$ cat src/design/lptd_pkg.sv
// Shared types and constants for the leaf position tag decoder.
package lptd_pkg;

   typedef enum logic [2:0] {
      TAG_HASH      = 3'd0,
      TAG_RELATIVE  = 3'd1,
      TAG_ABSOLUTE  = 3'd2,
      TAG_ABOVE_BASE = 3'd3,
      TAG_FROM_PREV = 3'd4,
      TAG_REPEAT    = 3'd5,
      TAG_SEPARATOR = 3'd6
   } tag_kind_type;

   typedef enum logic [1:0] {
      RESULT_ENTRY = 2'd0,
      RESULT_END   = 2'd1,
      RESULT_ERROR = 2'd2
   } result_kind_type;

   typedef enum logic [1:0] {
      ERR_NONE        = 2'd0,
      ERR_BEYOND      = 2'd1,
      ERR_NO_PREVIOUS = 2'd2,
      ERR_NEGATIVE    = 2'd3
   } error_code_type;

   localparam logic [31:0] BASE_512MIB = 32'h2000_0000;

   typedef struct packed {
      tag_kind_type        tag_kind;
      logic signed [31:0]  tag_value;
      logic [63:0]         hash_value;
      logic [30:0]         bucket_offset;
   } item_type;

   typedef struct packed {
      logic            valid;
      result_kind_type result_kind;
      logic [63:0]     entry_hash;
      logic [31:0]     leaf_position;
      error_code_type  error_code;
   } result_type;

endpackage

$ cat src/design/lptd_in_reg.sv
// Input register stage: captures one tag beat per cycle while each held beat is taken.
module lptd_in_reg
   import lptd_pkg::*;
(
   input  logic     clock,
   input  logic     reset,
   input  logic     in_valid,
   output logic     in_ready,
   input  item_type in_item,
   input  logic     take,
   output logic     item_valid,
   output item_type item
);

   logic     valid_ff;
   logic     valid_in;
   item_type item_ff;

   assign in_ready   = !valid_ff || take;
   assign valid_in   = in_ready ? in_valid : valid_ff;
   assign item_valid = valid_ff;
   assign item       = item_ff;

   always_ff @(posedge clock) begin
      if (reset) begin
         valid_ff <= 1'b0;
      end else begin
         valid_ff <= valid_in;
      end
      if (in_ready && in_valid) begin
         item_ff <= in_item;
      end
   end

endmodule

$ cat src/design/lptd_decode.sv
// Tag decode logic and decoder state (current hash, previous position).
module lptd_decode
   import lptd_pkg::*;
(
   input  logic       clock,
   input  logic       reset,
   input  logic       item_valid,
   input  item_type   item,
   input  logic       take,
   output result_type result
);

   logic [63:0] hash_ff;
   logic [63:0] hash_in;
   logic [31:0] prev_ff;
   logic [31:0] prev_in;
   logic        have_ff;
   logic        have_in;

   logic [31:0] uval;
   logic [31:0] rel_pos;
   logic        rel_beyond;
   logic [32:0] prev_diff;
   result_type  res;

   assign uval       = item.tag_value;
   assign rel_pos    = {1'b0, item.bucket_offset} - uval;
   assign rel_beyond = !item.tag_value[31] && (item.tag_value[30:0] > item.bucket_offset);
   assign prev_diff  = {prev_ff[31], prev_ff} - {item.tag_value[31], uval};

   always_comb begin
      res               = '0;
      res.result_kind   = RESULT_ENTRY;
      res.error_code    = ERR_NONE;
      res.entry_hash    = hash_ff;
      unique case (item.tag_kind)
         TAG_HASH: begin
            res.valid = 1'b0;
         end
         TAG_RELATIVE: begin
            res.valid = 1'b1;
            if (rel_beyond) begin
               res.result_kind = RESULT_ERROR;
               res.error_code  = ERR_BEYOND;
            end else begin
               res.leaf_position = rel_pos;
            end
         end
         TAG_ABSOLUTE: begin
            res.valid         = 1'b1;
            res.leaf_position = uval;
         end
         TAG_ABOVE_BASE: begin
            res.valid         = 1'b1;
            res.leaf_position = BASE_512MIB + uval;
         end
         TAG_FROM_PREV: begin
            res.valid = 1'b1;
            if (!have_ff) begin
               res.result_kind = RESULT_ERROR;
               res.error_code  = ERR_NO_PREVIOUS;
            end else if (prev_diff[32]) begin
               res.result_kind = RESULT_ERROR;
               res.error_code  = ERR_NEGATIVE;
            end else begin
               res.leaf_position = prev_diff[31:0];
            end
         end
         TAG_REPEAT: begin
            res.valid = 1'b1;
            if (!have_ff) begin
               res.result_kind = RESULT_ERROR;
               res.error_code  = ERR_NO_PREVIOUS;
            end else begin
               res.leaf_position = prev_ff;
            end
         end
         TAG_SEPARATOR: begin
            res.valid       = 1'b1;
            res.result_kind = RESULT_END;
         end
         default: begin
            res.valid = 1'b0;
         end
      endcase
      if (res.result_kind != RESULT_ENTRY) begin
         res.entry_hash    = '0;
         res.leaf_position = '0;
      end
      res.valid = res.valid && item_valid;
   end

   assign result = res;

   always_comb begin
      hash_in = hash_ff;
      prev_in = prev_ff;
      have_in = have_ff;
      if (take) begin
         if (item.tag_kind == TAG_HASH) begin
            hash_in = item.hash_value;
         end else if (res.valid && res.result_kind == RESULT_ENTRY) begin
            prev_in = res.leaf_position;
            have_in = 1'b1;
         end else if (res.valid) begin
            hash_in = '0;
            prev_in = '0;
            have_in = 1'b0;
         end
      end
   end

   always_ff @(posedge clock) begin
      if (reset) begin
         hash_ff <= '0;
         prev_ff <= '0;
         have_ff <= 1'b0;
      end else begin
         hash_ff <= hash_in;
         prev_ff <= prev_in;
         have_ff <= have_in;
      end
   end

endmodule

$ cat src/design/lptd_out_reg.sv
// Result register stage: holds one result beat until the sink takes it.
module lptd_out_reg
   import lptd_pkg::*;
(
   input  logic       clock,
   input  logic       reset,
   input  result_type result,
   output logic       free,
   output logic       out_valid,
   input  logic       out_ready,
   output result_type out_result
);

   logic       valid_ff;
   logic       valid_in;
   result_type result_ff;

   assign free       = !valid_ff || out_ready;
   assign valid_in   = free ? result.valid : valid_ff;
   assign out_valid  = valid_ff;
   assign out_result = result_ff;

   always_ff @(posedge clock) begin
      if (reset) begin
         valid_ff <= 1'b0;
      end else begin
         valid_ff <= valid_in;
      end
      if (free && result.valid) begin
         result_ff <= result;
      end
   end

endmodule

$ cat src/design/leaf_position_tag_decoder.sv
// Top level of the leaf position tag decoder.
// Takes one tag beat per clock and turns it into at most one result beat: a
// (hash, leaf position) entry, an end-of-bucket marker or an error. A tag
// passes through an input register, the decode logic (a 33-bit subtract from
// the previous position or a 32-bit add or subtract against the base or the
// bucket offset) and a result register that holds each beat until the sink
// takes it. The block sustains one tag per cycle while the result side keeps
// taking beats. Hash tags and unused tag kinds produce no result beat.
module leaf_position_tag_decoder
   import lptd_pkg::*;
(
   input  logic         clock,
   input  logic         reset,
   input  logic         req_tvalid,
   output logic         req_tready,
   // [31:0] tag_value, [95:32] hash_value, [126:96] bucket_offset, [127] zero
   input  logic [127:0] req_tdata,
   // [2:0] tag_kind
   input  logic [2:0]   req_tuser,
   output logic         rsp_tvalid,
   input  logic         rsp_tready,
   // [63:0] entry_hash, [95:64] leaf_position, [97:96] error_code, [103:98] zero
   output logic [103:0] rsp_tdata,
   // [1:0] result_kind
   output logic [1:0]   rsp_tuser
);

   item_type   in_item;
   item_type   item;
   logic       item_valid;
   logic       take;
   logic       out_free;
   result_type result;
   result_type out_result;

   assign in_item.tag_kind      = tag_kind_type'(req_tuser);
   assign in_item.tag_value     = req_tdata[31:0];
   assign in_item.hash_value    = req_tdata[95:32];
   assign in_item.bucket_offset = req_tdata[126:96];

   assign take = item_valid && (out_free || !result.valid);

   lptd_in_reg u_in_reg (
      .clock      (clock),
      .reset      (reset),
      .in_valid   (req_tvalid),
      .in_ready   (req_tready),
      .in_item    (in_item),
      .take       (take),
      .item_valid (item_valid),
      .item       (item)
   );

   lptd_decode u_decode (
      .clock      (clock),
      .reset      (reset),
      .item_valid (item_valid),
      .item       (item),
      .take       (take),
      .result     (result)
   );

   lptd_out_reg u_out_reg (
      .clock      (clock),
      .reset      (reset),
      .result     (result),
      .free       (out_free),
      .out_valid  (rsp_tvalid),
      .out_ready  (rsp_tready),
      .out_result (out_result)
   );

   assign rsp_tdata = {6'd0, out_result.error_code, out_result.leaf_position,
                       out_result.entry_hash};
   assign rsp_tuser = out_result.result_kind;

endmodule

$ cat config.mk
export PLATFORM = sky130hd
export DESIGN_NAME = leaf_position_tag_decoder
export DESIGN_NICKNAME = d
export VERILOG_FILES = /design/src/design/lptd_pkg.sv /design/src/design/lptd_in_reg.sv /design/src/design/lptd_decode.sv /design/src/design/lptd_out_reg.sv /design/src/design/leaf_position_tag_decoder.sv
export SDC_FILE = /design/constraint.sdc
export NUM_CORES = 1
export LEC_CHECK = 0
export BUFFER_PORTS_ARGS = -buffer_cell sky130_fd_sc_hd__clkbuf_2
export CAP_MARGIN = 20
export CELL_PAD_IN_SITES_DETAIL_PLACEMENT = 0
export CELL_PAD_IN_SITES_GLOBAL_PLACEMENT = 2
export CORE_ASPECT_RATIO = 1.75
export CORE_MARGIN = 3
export CORE_UTILIZATION = 38
export DETAILED_ROUTE_END_ITERATION = 6
export GPL_ROUTABILITY_DRIVEN = 0
export MAX_ROUTING_LAYER = met4
export PLACE_DENSITY_LB_ADDON = 0.25
export SLEW_MARGIN = 20
export SYNTH_ARGS = -nofsm -noshare
export SYNTH_HDL_FRONTEND = slang
export SYNTH_SLANG_ARGS = --single-unit
$ cat constraint.sdc
create_clock -name clock -period 11.3 [get_ports clock]
set_clock_uncertainty 0.2 [all_clocks]
set_input_delay 1.13 -clock clock [delete_from_list [all_inputs] [get_ports clock]]
set_output_delay 1.13 -clock clock [all_outputs]
set_load 0.05 [all_outputs]
==> results_dict.tcl, run 1 <==
set metrics [dict create \
    hold_path_class "reg2reg" \
    grt_pass1_vias 13000 \
    cts_resized 0 \
    finalCritPeriodShare_pct 43.0 \
    yosysTopAreaCell "edfxtp_1" \
    setup_slack_ps 6440 \
    finalSetupTns_ps 0 \
    ys_async_sr_fraction_pct 0 \
    slowest_delay_ps 840 \
    ant_nets 0 \
    wl_per_cell_um 21.4 \
    synthDistinctLibCells 66 \
    synth_area_per_cell_um2 11.0 \
    yosys_warnings 0 \
    io_pins 243 \
    post_drt_via_cell_ratio 5.53 \
    num_vias 12700 \
    postLayoutCellArea_um2 19600 \
    numCtsBuffers 35 \
    min_path_cells 2 \
    cts_max_path_buffers 3 \
    num_rows 100 \
    arrival_ps 5030 \
    dpl_worst_slack_ps 6320 \
    drive_gt1_share_pct 19.4 \
    required_ps 11470 \
    synth_flop_cell "edfxtp_1" \
    drc 0 \
    synthesis.area_um2 16700 \
    setup_viol 0 \
    tightest_slew_ps 1160 \
    fmax_mhz 206 \
    die_h_um 283 \
    clkSinkCount 329 \
    cts_tree "yes" \
    crit_family "simple AND/OR/NAND/NOR gates" \
    pwr_density_cell_nw_per_um2 156 \
    status "finished clean" \
    place_area_um2 18300 \
    cp-end-kind "flip-flop" \
    drtIter0Drc 746 \
    final_nets 1936 \
    hold_viol 0 \
    reg2reg_depth 11 \
    cts_max_level 2 \
    synth-seq-cells 329 \
    cts_hold_buf 0 \
    nFillCells 4036 \
    gr-total-overflow 0 \
    synthTopCellsByArea "edfxtp_1, dfxtp_1, ha_1" \
    r2r-start "u_in_reg.item[107]$_DFFE_PP_" \
    gr-usage-all-layers_pct 21.5 \
    dieArea_um2 46500 \
    slowest_stage "or2_0" \
    crit_buf_inv 1 \
    maxCapViolations 0 \
    clkLatencyLatePin_ps 540 \
    dr.pass1.iters 5 \
    rr_endpoint "u_decode.prev_ff[7]$_SDFFE_PP0P_" \
    start_kind "flip-flop" \
    synth.most_common_cell "edfxtp_1" \
    syn_inst 1513 \
    yosysSeqAreaShare_pct 53.4 \
    r2r_setup_slack_ps 6440 \
    area_delta_synth_final_pct 17.6 \
    p_total_mw 3.05 \
    holdCritStartpoint "u_decode.prev_ff[28]$_SDFFE_PP0P_" \
    rsz0062_at_grt "false" \
    synth_top_area_share_pct 41.5 \
    initial_utilization_pct 38.8 \
    grt_max_degree 109 \
    path_cells "ha_1 > nand4_1 > nor2_1 > o311ai_0 > a31oi_1 > o211ai_1 > nand2_1 > a311o_2 > buf_4 > or2_0 > o21ai_1" \
    cts_setup_buffers 0 \
    layout_min_cycle_time_ps 4860 \
    ir_drop_mv 0.121 \
    relSlewSlack_pct 22.7 \
    antenna_found_initial 4 \
    hpwl_mm 33.9 \
    p_leak_nw 7.67 \
    die_w_um 164 \
    cts_root_buf "clkbuf_16" \
    fin_util_pct 45.6 \
    worstPathMaxFanout 49 \
    hold_end "u_decode.prev_ff[28]$_SDFFE_PP0P_" \
    clkTransAtPathRegs_ps 70 \
    coreArea_um2 42900 \
    slew_violations 0 \
    wl_mm 49.2 \
    port_buffers 235 \
    synth_edf_count 230 \
    grt_pass1_wl_mm 75.7 \
    path_class "reg2reg" \
    synth_common_cells "edfxtp_1, a21oi_1, dfxtp_1" \
]
==> tightest hold or removal path, stage by stage, from the launching register on <==
cell	delay (ps)
dfxtp_1	330
nand2_1	60
o21ai_1	50
==> power breakdown <==
part / switching, mW / leakage, nW / internal [mW] / total [mW]
Combinational: 0.277 / 4.00 / 0.125 / 0.402
Sequential: 0.0271 / 3.05 / 1.35 / 1.37
Clock: 0.495 / 0.627 / 0.780 / 1.28
Total: 0.800 / 7.67 / 2.25 / 3.05
==> stage by stage <==
| step | hold slack [ps] | instances |
|---|---|---|
| floorplan | 246 | 1518 |
| finish | 274 | 2295 |
| detailed placement | 262 | 2227 |
| global route | 290 | 2295 |
| CTS | 270 | 2291 |
| global placement | 256 | 2227 |
==> sequential cells by signal, summed over array words and instances (netlist names) <==
| signal | count |
|---|---|
| u_decode.hash_ff | 64 |
| u_decode.have_ff | 1 |
| u_in_reg.item | 130 |
| u_decode.prev_ff | 32 |
| u_out_reg.out_valid | 1 |
| u_in_reg.item_valid | 1 |
| u_out_reg.out_result | 100 |
==> metal layers <==
layer	share of wire, %	global-route usage (%)	up-vias
met4	2.9	6.39	0
met3	6.2	4.78	78
li1	-	-	6080
met2	54	39.2	350
met1	37	22.8	6187
met5	0	-	-
==> how the worst max path moves through the flow <==
stage | to | from | cells after the start | slack [ps]
final | u_decode.prev_ff[7]$_SDFFE_PP0P_ | u_in_reg.item[107]$_DFFE_PP_ | 11 | 6440
after global routing | u_decode.prev_ff[7]$_SDFFE_PP0P_ | u_in_reg.item[106]$_DFFE_PP_ | 11 | 6010
after detailed placement | u_decode.prev_ff[26]$_SDFFE_PP0P_ | u_in_reg.item[106]$_DFFE_PP_ | 11 | 6320
after floorplan | u_decode.prev_ff[29]$_SDFFE_PP0P_ | rsp_tready | 8 | 3070
after global placement | u_decode.prev_ff[26]$_SDFFE_PP0P_ | u_in_reg.item[107]$_DFFE_PP_ | 11 | 6340
after CTS | u_decode.prev_ff[7]$_SDFFE_PP0P_ | u_in_reg.item[107]$_DFFE_PP_ | 11 | 6300
==> placed cells by master, fill, tap and decap left out, drive strengths merged, types with 5 or more instances in the layout <==
| cell | n |
|---|---|
| nand2b | 11 |
| o21a | 14 |
| nand3b | 15 |
| inv | 81 |
| buf | 16 |
| edfxtp | 230 |
| nand4 | 11 |
| o211ai | 76 |
| nand2 | 69 |
| a2111oi | 6 |
| dfxtp | 99 |
| xnor2 | 34 |
| clkbuf | 279 |
| o31ai | 24 |
| a22o | 12 |
| nor2 | 70 |
| nand3 | 18 |
| a22oi | 76 |
| o21bai | 7 |
| nor3 | 13 |
| a221oi | 9 |
| and3 | 10 |
| a31oi | 11 |
| xor2 | 20 |
| and2 | 71 |
| bufinv | 7 |
| a211oi | 18 |
| a222oi | 15 |
| o21ai | 58 |
| or2 | 5 |
| o221ai | 5 |
| ha | 96 |
| conb | 6 |
| a21o | 25 |
| a21boi | 12 |
| a21oi | 132 |
| nor2b | 16 |
| clkinv | 11 |
==> cells by family (layout without fill, tap and decap cells) <==
group                      count (synthesis)  after routing  share of synthesized area [%]
buffers and inverters                    182            394                           4.48
other                                      1             10                         0.0225
and+or+nand+nor                          320            320                           9.94
DFF                                      329            329                           53.4
xor gates and xnor gates                  54             54                           2.84
adders and majority gates                 98             98                           7.45
AOI/OAI and AO/OA                        529            529                           21.9
==> area by class of cell <==
type	instances	area (um^2)	area share [%]
tap	561	702	3.58
inverter	80	300	1.53
clock inverter	19	289	1.48
sequential	329	8890	45.4
antenna	4	10.0	0.0511
clock buffer	45	985	5.03
timing repair buffer	250	1290	6.60
multi-input combinational	1007	7120	36.4
(Power assumes the default switching activity.)
==> run 2: changes to the inputs <==
- CORE_UTILIZATION: 38 -> 34
- clock period: 11.3 -> 4.2 ns (I/O delays scaled with it)
==> run 2 against run 1 <==
Hold slack got worse by 100 ps; combinational power rose to 3.2 times the previous value; worst setup slack lost 6100 ps; sequential power rose to 2.7 times the previous value; critical endpoint is now u_out_reg.out_result[25]$_DFFE_PP_.
==> results_dict.tcl, run 2 (synthesis results as in run 1) <==
set metrics [dict create \
    setup_viol 0 \
    required_ps 4270 \
    final_cell_mix "clkbuf_2, edfxtp_1, dlygate4sd3_1, a21oi_1, dfxtp_1" \
    clkTransAtPathRegs_ps 70 \
    status "finished clean" \
    worstPathMaxFanout 4 \
    wl_per_cell_um 20.5 \
    slew_violations 0 \
    cp-end-kind "flip-flop" \
    pwr_density_cell_nw_per_um2 382 \
    drive_gt1_share_pct 20.5 \
    die_w_um 173 \
    cts_max_path_buffers 3 \
    grt_max_degree 67 \
    finalCritPeriodShare_pct 93.0 \
    final_common_cell "clkbuf_2" \
    cts_tree "yes" \
    arrival_ps 3980 \
    hold_viol 0 \
    tightest_slew_ps 982 \
    rsz0062_at_grt "false" \
    hpwl_mm 37.0 \
    initial_utilization_pct 34.6 \
    die_h_um 299 \
    grt_pass1_vias 14100 \
    layout_min_cycle_time_ps 3910 \
    ir_drop_mv 0.373 \
    clkSinkCount 329 \
    num_vias 13400 \
    p_total_mw 8.21 \
    port_buffers 235 \
    coreArea_um2 48100 \
    hold_path_class "in2reg" \
    cts_max_level 2 \
    largest_reg_flops 130 \
    p_leak_nw 8.51 \
    finalSetupTns_ps 0 \
    gr-total-overflow 0 \
    cts_root_buf "clkbuf_16" \
    final_nets 2127 \
    area_delta_synth_final_pct 29.0 \
    numCtsBuffers 35 \
    maxCapViolations 0 \
    cts_resized 0 \
    drtIter0Drc 767 \
    fin_util_pct 44.6 \
    wl_mm 52.8 \
    io_pins 243 \
    dr.pass1.iters 6 \
    antenna_found_initial 6 \
    drc 0 \
    fmax_mhz 256 \
    gr-usage-all-layers_pct 20.4 \
    clkLatencyLatePin_ps 540 \
    relSlewSlack_pct 34.3 \
    fin_hold_ws_ps 174 \
    start_kind "flip-flop" \
    dieArea_um2 51800 \
    path_class "reg2reg" \
    post_drt_via_cell_ratio 5.19 \
    ant_nets 0 \
    num_rows 106 \
    grt_pass1_wl_mm 81.0 \
]
-- run 2: final timing paths --
| check | start | end | slack [ps] | cells past startpoint |
|---|---|---|---|---|
| setup / recovery | u_in_reg.item[96]$_DFFE_PP_ | u_out_reg.out_result[25]$_DFFE_PP_ | 290 | 13 |
| hold / removal | reset | u_decode.prev_ff[17]$_SDFFE_PP0P_ | 170 | 2 |
| setup reg to reg | u_in_reg.item[96]$_DFFE_PP_ | u_out_reg.out_result[25]$_DFFE_PP_ | 290 | 13 |
| hold reg to reg | u_decode.prev_ff[29]$_SDFFE_PP0P_ | u_decode.prev_ff[29]$_SDFFE_PP0P_ | 270 | 2 |
-- run 2: cell type report --
class	count	area [um^2]
Fill cell	4575	26600
Sequential cell	329	8890
Clock buffer	44	981
Tap cell	648	811
Antenna cell	6	15.0
Timing Repair Buffer	441	3170
Inverter	80	300
Clock inverter	20	218
Multi-Input combinational cell	1007	7120
-- run 2: through the flow --
stage / instance area (um^2) / worst slack (ps) / cells
2_1_floorplan: 16700 / 0.689 / 1518
3_3_place_gp: 19000 / 309 / 2373
3_5_place_dp: 19000 / 336 / 2373
4_1_cts: 21500 / 278 / 2569
5_1_grt: 21500 / 143 / 2575
6_report: 21500 / 295 / 2575
-- run 2: repair_timing --
action	CTS	global route
buffers inserted	0	0
hold buffers	132	0
hold endpoints to repair	132	0
-- run 2: routing by layer --
metal,vias up,global-route usage (%),wire [um]
met4,0,7.09,1820
met2,370,37.8,28300
li1,6453,-,-
met5,-,-,0
met3,103,2.85,2250
met1,6450,22.1,20400
-- run 2: where the power goes --
part           internal [mW]  leakage [nW]  total [mW]  switching [mW]
combinational          0.480          4.87        1.27           0.793
clock                   1.87         0.593        3.24            1.38
sequential              3.62          3.05        3.69          0.0751
-- run 2: critical path, cell delays in order (launching register included) --
cell and delay (ps):
edfxtp_1 470, ha_1 360, nor2b_1 290, o31ai_1 150, a2111oi_0 580, buf_4 220
o41ai_2 50, buf_4 170, o41ai_2 200, buf_4 200, xor2_1 70, a222oi_1 260
a21boi_0 310, nor2_1 90
==> run 3: changes to the inputs <==
- BUFFER_PORTS_ARGS: -buffer_cell sky130_fd_sc_hd__clkbuf_2 -> default
- CORE_UTILIZATION: 34 -> 38
- DONT_BUFFER_PORTS: default -> 1
- GPL_TIMING_DRIVEN: default -> 0
==> run 3 against run 2 <==
Clock power fell by 9.3%; critical path depth is 1 lower; global-route usage grew 2.3 points; total power down 4.7%; utilization is 2.4 points higher; hold slack got worse by 100 ps; first-iteration DRC count is 19% higher; register-to-register slack lost 210 ps; wire length decreased by 1.3%; critical path type unchanged.
==> results_dict.tcl, run 3 (synthesis results as in run 1) <==
set metrics [dict create \
    drtIter0Drc 914 \
    largest_reg_flops 130 \
    path_cells "ha_1 > clkbuf_1 > nand4_1 > a211oi_1 > o22ai_2 > o21ai_1 > o21ai_0 > and2_1 > clkbuf_2 > a222oi_1 > a21boi_0 > nor2_1" \
    finalCritPeriodShare_pct 98.0 \
    cp-end-kind "flip-flop" \
    final_nets 1935 \
    drive_gt1_share_pct 7.99 \
    dr.pass1.iters 7 \
    hold_viol 0 \
    cp.depth 12 \
    rsz0062_at_grt "true" \
    port_buffers 0 \
    r2r-start "u_in_reg.item[118]$_DFFE_PP_" \
    fmax_mhz 243 \
    p_total_mw 7.83 \
    arrival_ps 4190 \
    num_vias 12600 \
    worstPathMaxFanout 10 \
    use_met1_pct 23.6 \
    slew_violations 0 \
    drc 0 \
    cts_max_level 2 \
    grt_max_degree 48 \
    globalRouteMet2Util_pct 42.3 \
    regArea_um2 8890 \
    layout_min_cycle_time_ps 4110 \
    clkSinkCount 329 \
    num_rows 100 \
    grt_pass1_wl_mm 78.7 \
    ant_nets 0 \
    grt-busiest-layer "met2" \
    area_delta_synth_final_pct 21.1 \
    clkLatencyLatePin_ps 540 \
    dpl_worst_slack_ps -514 \
    multiInputGateArea_um2 7160 \
    cts_max_path_buffers 3 \
    initial_utilization_pct 38.8 \
    fin_hold_ws_ps 69.8 \
    maxCapViolations 0 \
    nFillCells 3987 \
    reg2reg_depth 12 \
    die_w_um 164 \
    dieArea_um2 46500 \
    relSlewSlack_pct 39.1 \
    wl_per_cell_um 22.7 \
    crit_family "compound AO/OA/AOI/OAI gates" \
    slowest_delay_ps 470 \
    worstSetupEndpoint "u_out_reg.out_result[25]$_DFFE_PP_" \
    cts_tree "yes" \
    coreArea_um2 42900 \
    p_leak_nw 7.46 \
    ir_drop_mv 0.396 \
    setup_slack_ps 85.2 \
    die_h_um 283 \
    rr_endpoint "u_out_reg.out_result[25]$_DFFE_PP_" \
    status "finished clean" \
    use_met3_pct 4.03 \
    fin_util_pct 47.0 \
    hpwl_mm 38.7 \
    setup_viol 0 \
    crit_buf_inv 2 \
    final_common_cell "edfxtp_1" \
    tightest_slew_ps 913 \
    post_drt_via_cell_ratio 5.50 \
    gr-total-overflow 0 \
    start_kind "flip-flop" \
    path_class "reg2reg" \
    numCtsBuffers 35 \
    required_ps 4270 \
    pwr_density_cell_nw_per_um2 388 \
    clkTransAtPathRegs_ps 70 \
    wl_mm 52.1 \
    slowest_stage "edfxtp_1" \
    grt_pass1_vias 13400 \
    io_pins 243 \
    r2r_setup_slack_ps 90 \
    hold_path_class "in2reg" \
    antenna_found_initial 4 \
    crit_start "u_in_reg.item[118]$_DFFE_PP_" \
    cts_root_buf "clkbuf_16" \
    final_cell_mix "edfxtp_1, dlygate4sd3_1, a21oi_1, dfxtp_1, ha_1" \
    gr-usage-all-layers_pct 22.7 \
]
==> run 3: layout make-up <==
| class | count | area share [%] |
|---|---|---|
| Clock inverter | 15 | 0.484 |
| Tap cell | 561 | 3.48 |
| Timing Repair Buffer | 150 | 7.83 |
| Clock buffer | 47 | 4.82 |
| Sequential cell | 329 | 44.1 |
| Buffer | 99 | 2.30 |
| Multi-Input combinational cell | 1007 | 35.5 |
| Antenna cell | 4 | 0.0496 |
| Inverter | 80 | 1.49 |
==> run 3: how the worst min path moves through the flow <==
| stage | start | to | slack (ps) | cells after the start |
|---|---|---|---|---|
| global placement | u_decode.prev_ff[12]$_SDFFE_PP0P_ | u_decode.prev_ff[12]$_SDFFE_PP0P_ | 250 | 2 |
| floorplan | u_decode.prev_ff[12]$_SDFFE_PP0P_ | u_decode.prev_ff[12]$_SDFFE_PP0P_ | 250 | 2 |
| detailed placement | u_decode.prev_ff[27]$_SDFFE_PP0P_ | u_decode.prev_ff[27]$_SDFFE_PP0P_ | 260 | 2 |
| global route | reset | u_decode.prev_ff[25]$_SDFFE_PP0P_ | 50 | 2 |
| finish | reset | u_decode.prev_ff[25]$_SDFFE_PP0P_ | 70 | 2 |
| CTS | reset | u_decode.prev_ff[25]$_SDFFE_PP0P_ | 180 | 2 |
==> run 3: what timing repair did <==
item                                    CTS  global route
hold buffers                            132             0
endpoints found under the hold margin   132             0
endpoints found under the setup margin  192           169
buffers inserted                          6             4
pin swaps                                 4             1
gates resized for setup                  17            37
==> run 3: where the power goes <==
part	internal, mW	switching, mW	total (mW)
logic	0.401	0.664	1.07
clock network	1.64	1.30	2.94
registers	3.62	0.202	3.82
==> run 3: per-stage QoR <==
| step | cell area (um^2) | std cells | TNS, ps |
|---|---|---|---|
| 3_3_place_gp | 17400 | 2079 | -254110 |
| 5_1_grt | 20200 | 2292 | -93.4 |
| 2_1_floorplan | 16700 | 1518 | 0 |
| 4_1_cts | 20100 | 2287 | 0 |
| 3_5_place_dp | 17600 | 2087 | -63350 |
| 6_report | 20200 | 2292 | 0 |
==> run 3: routing by layer <==
metal  wire (um)  vias to the layer above
met4        1770                        0
met3        2730                       93
met1       19100                     6120
met2       28500                      316
met5           0                        -
li1            -                     6081
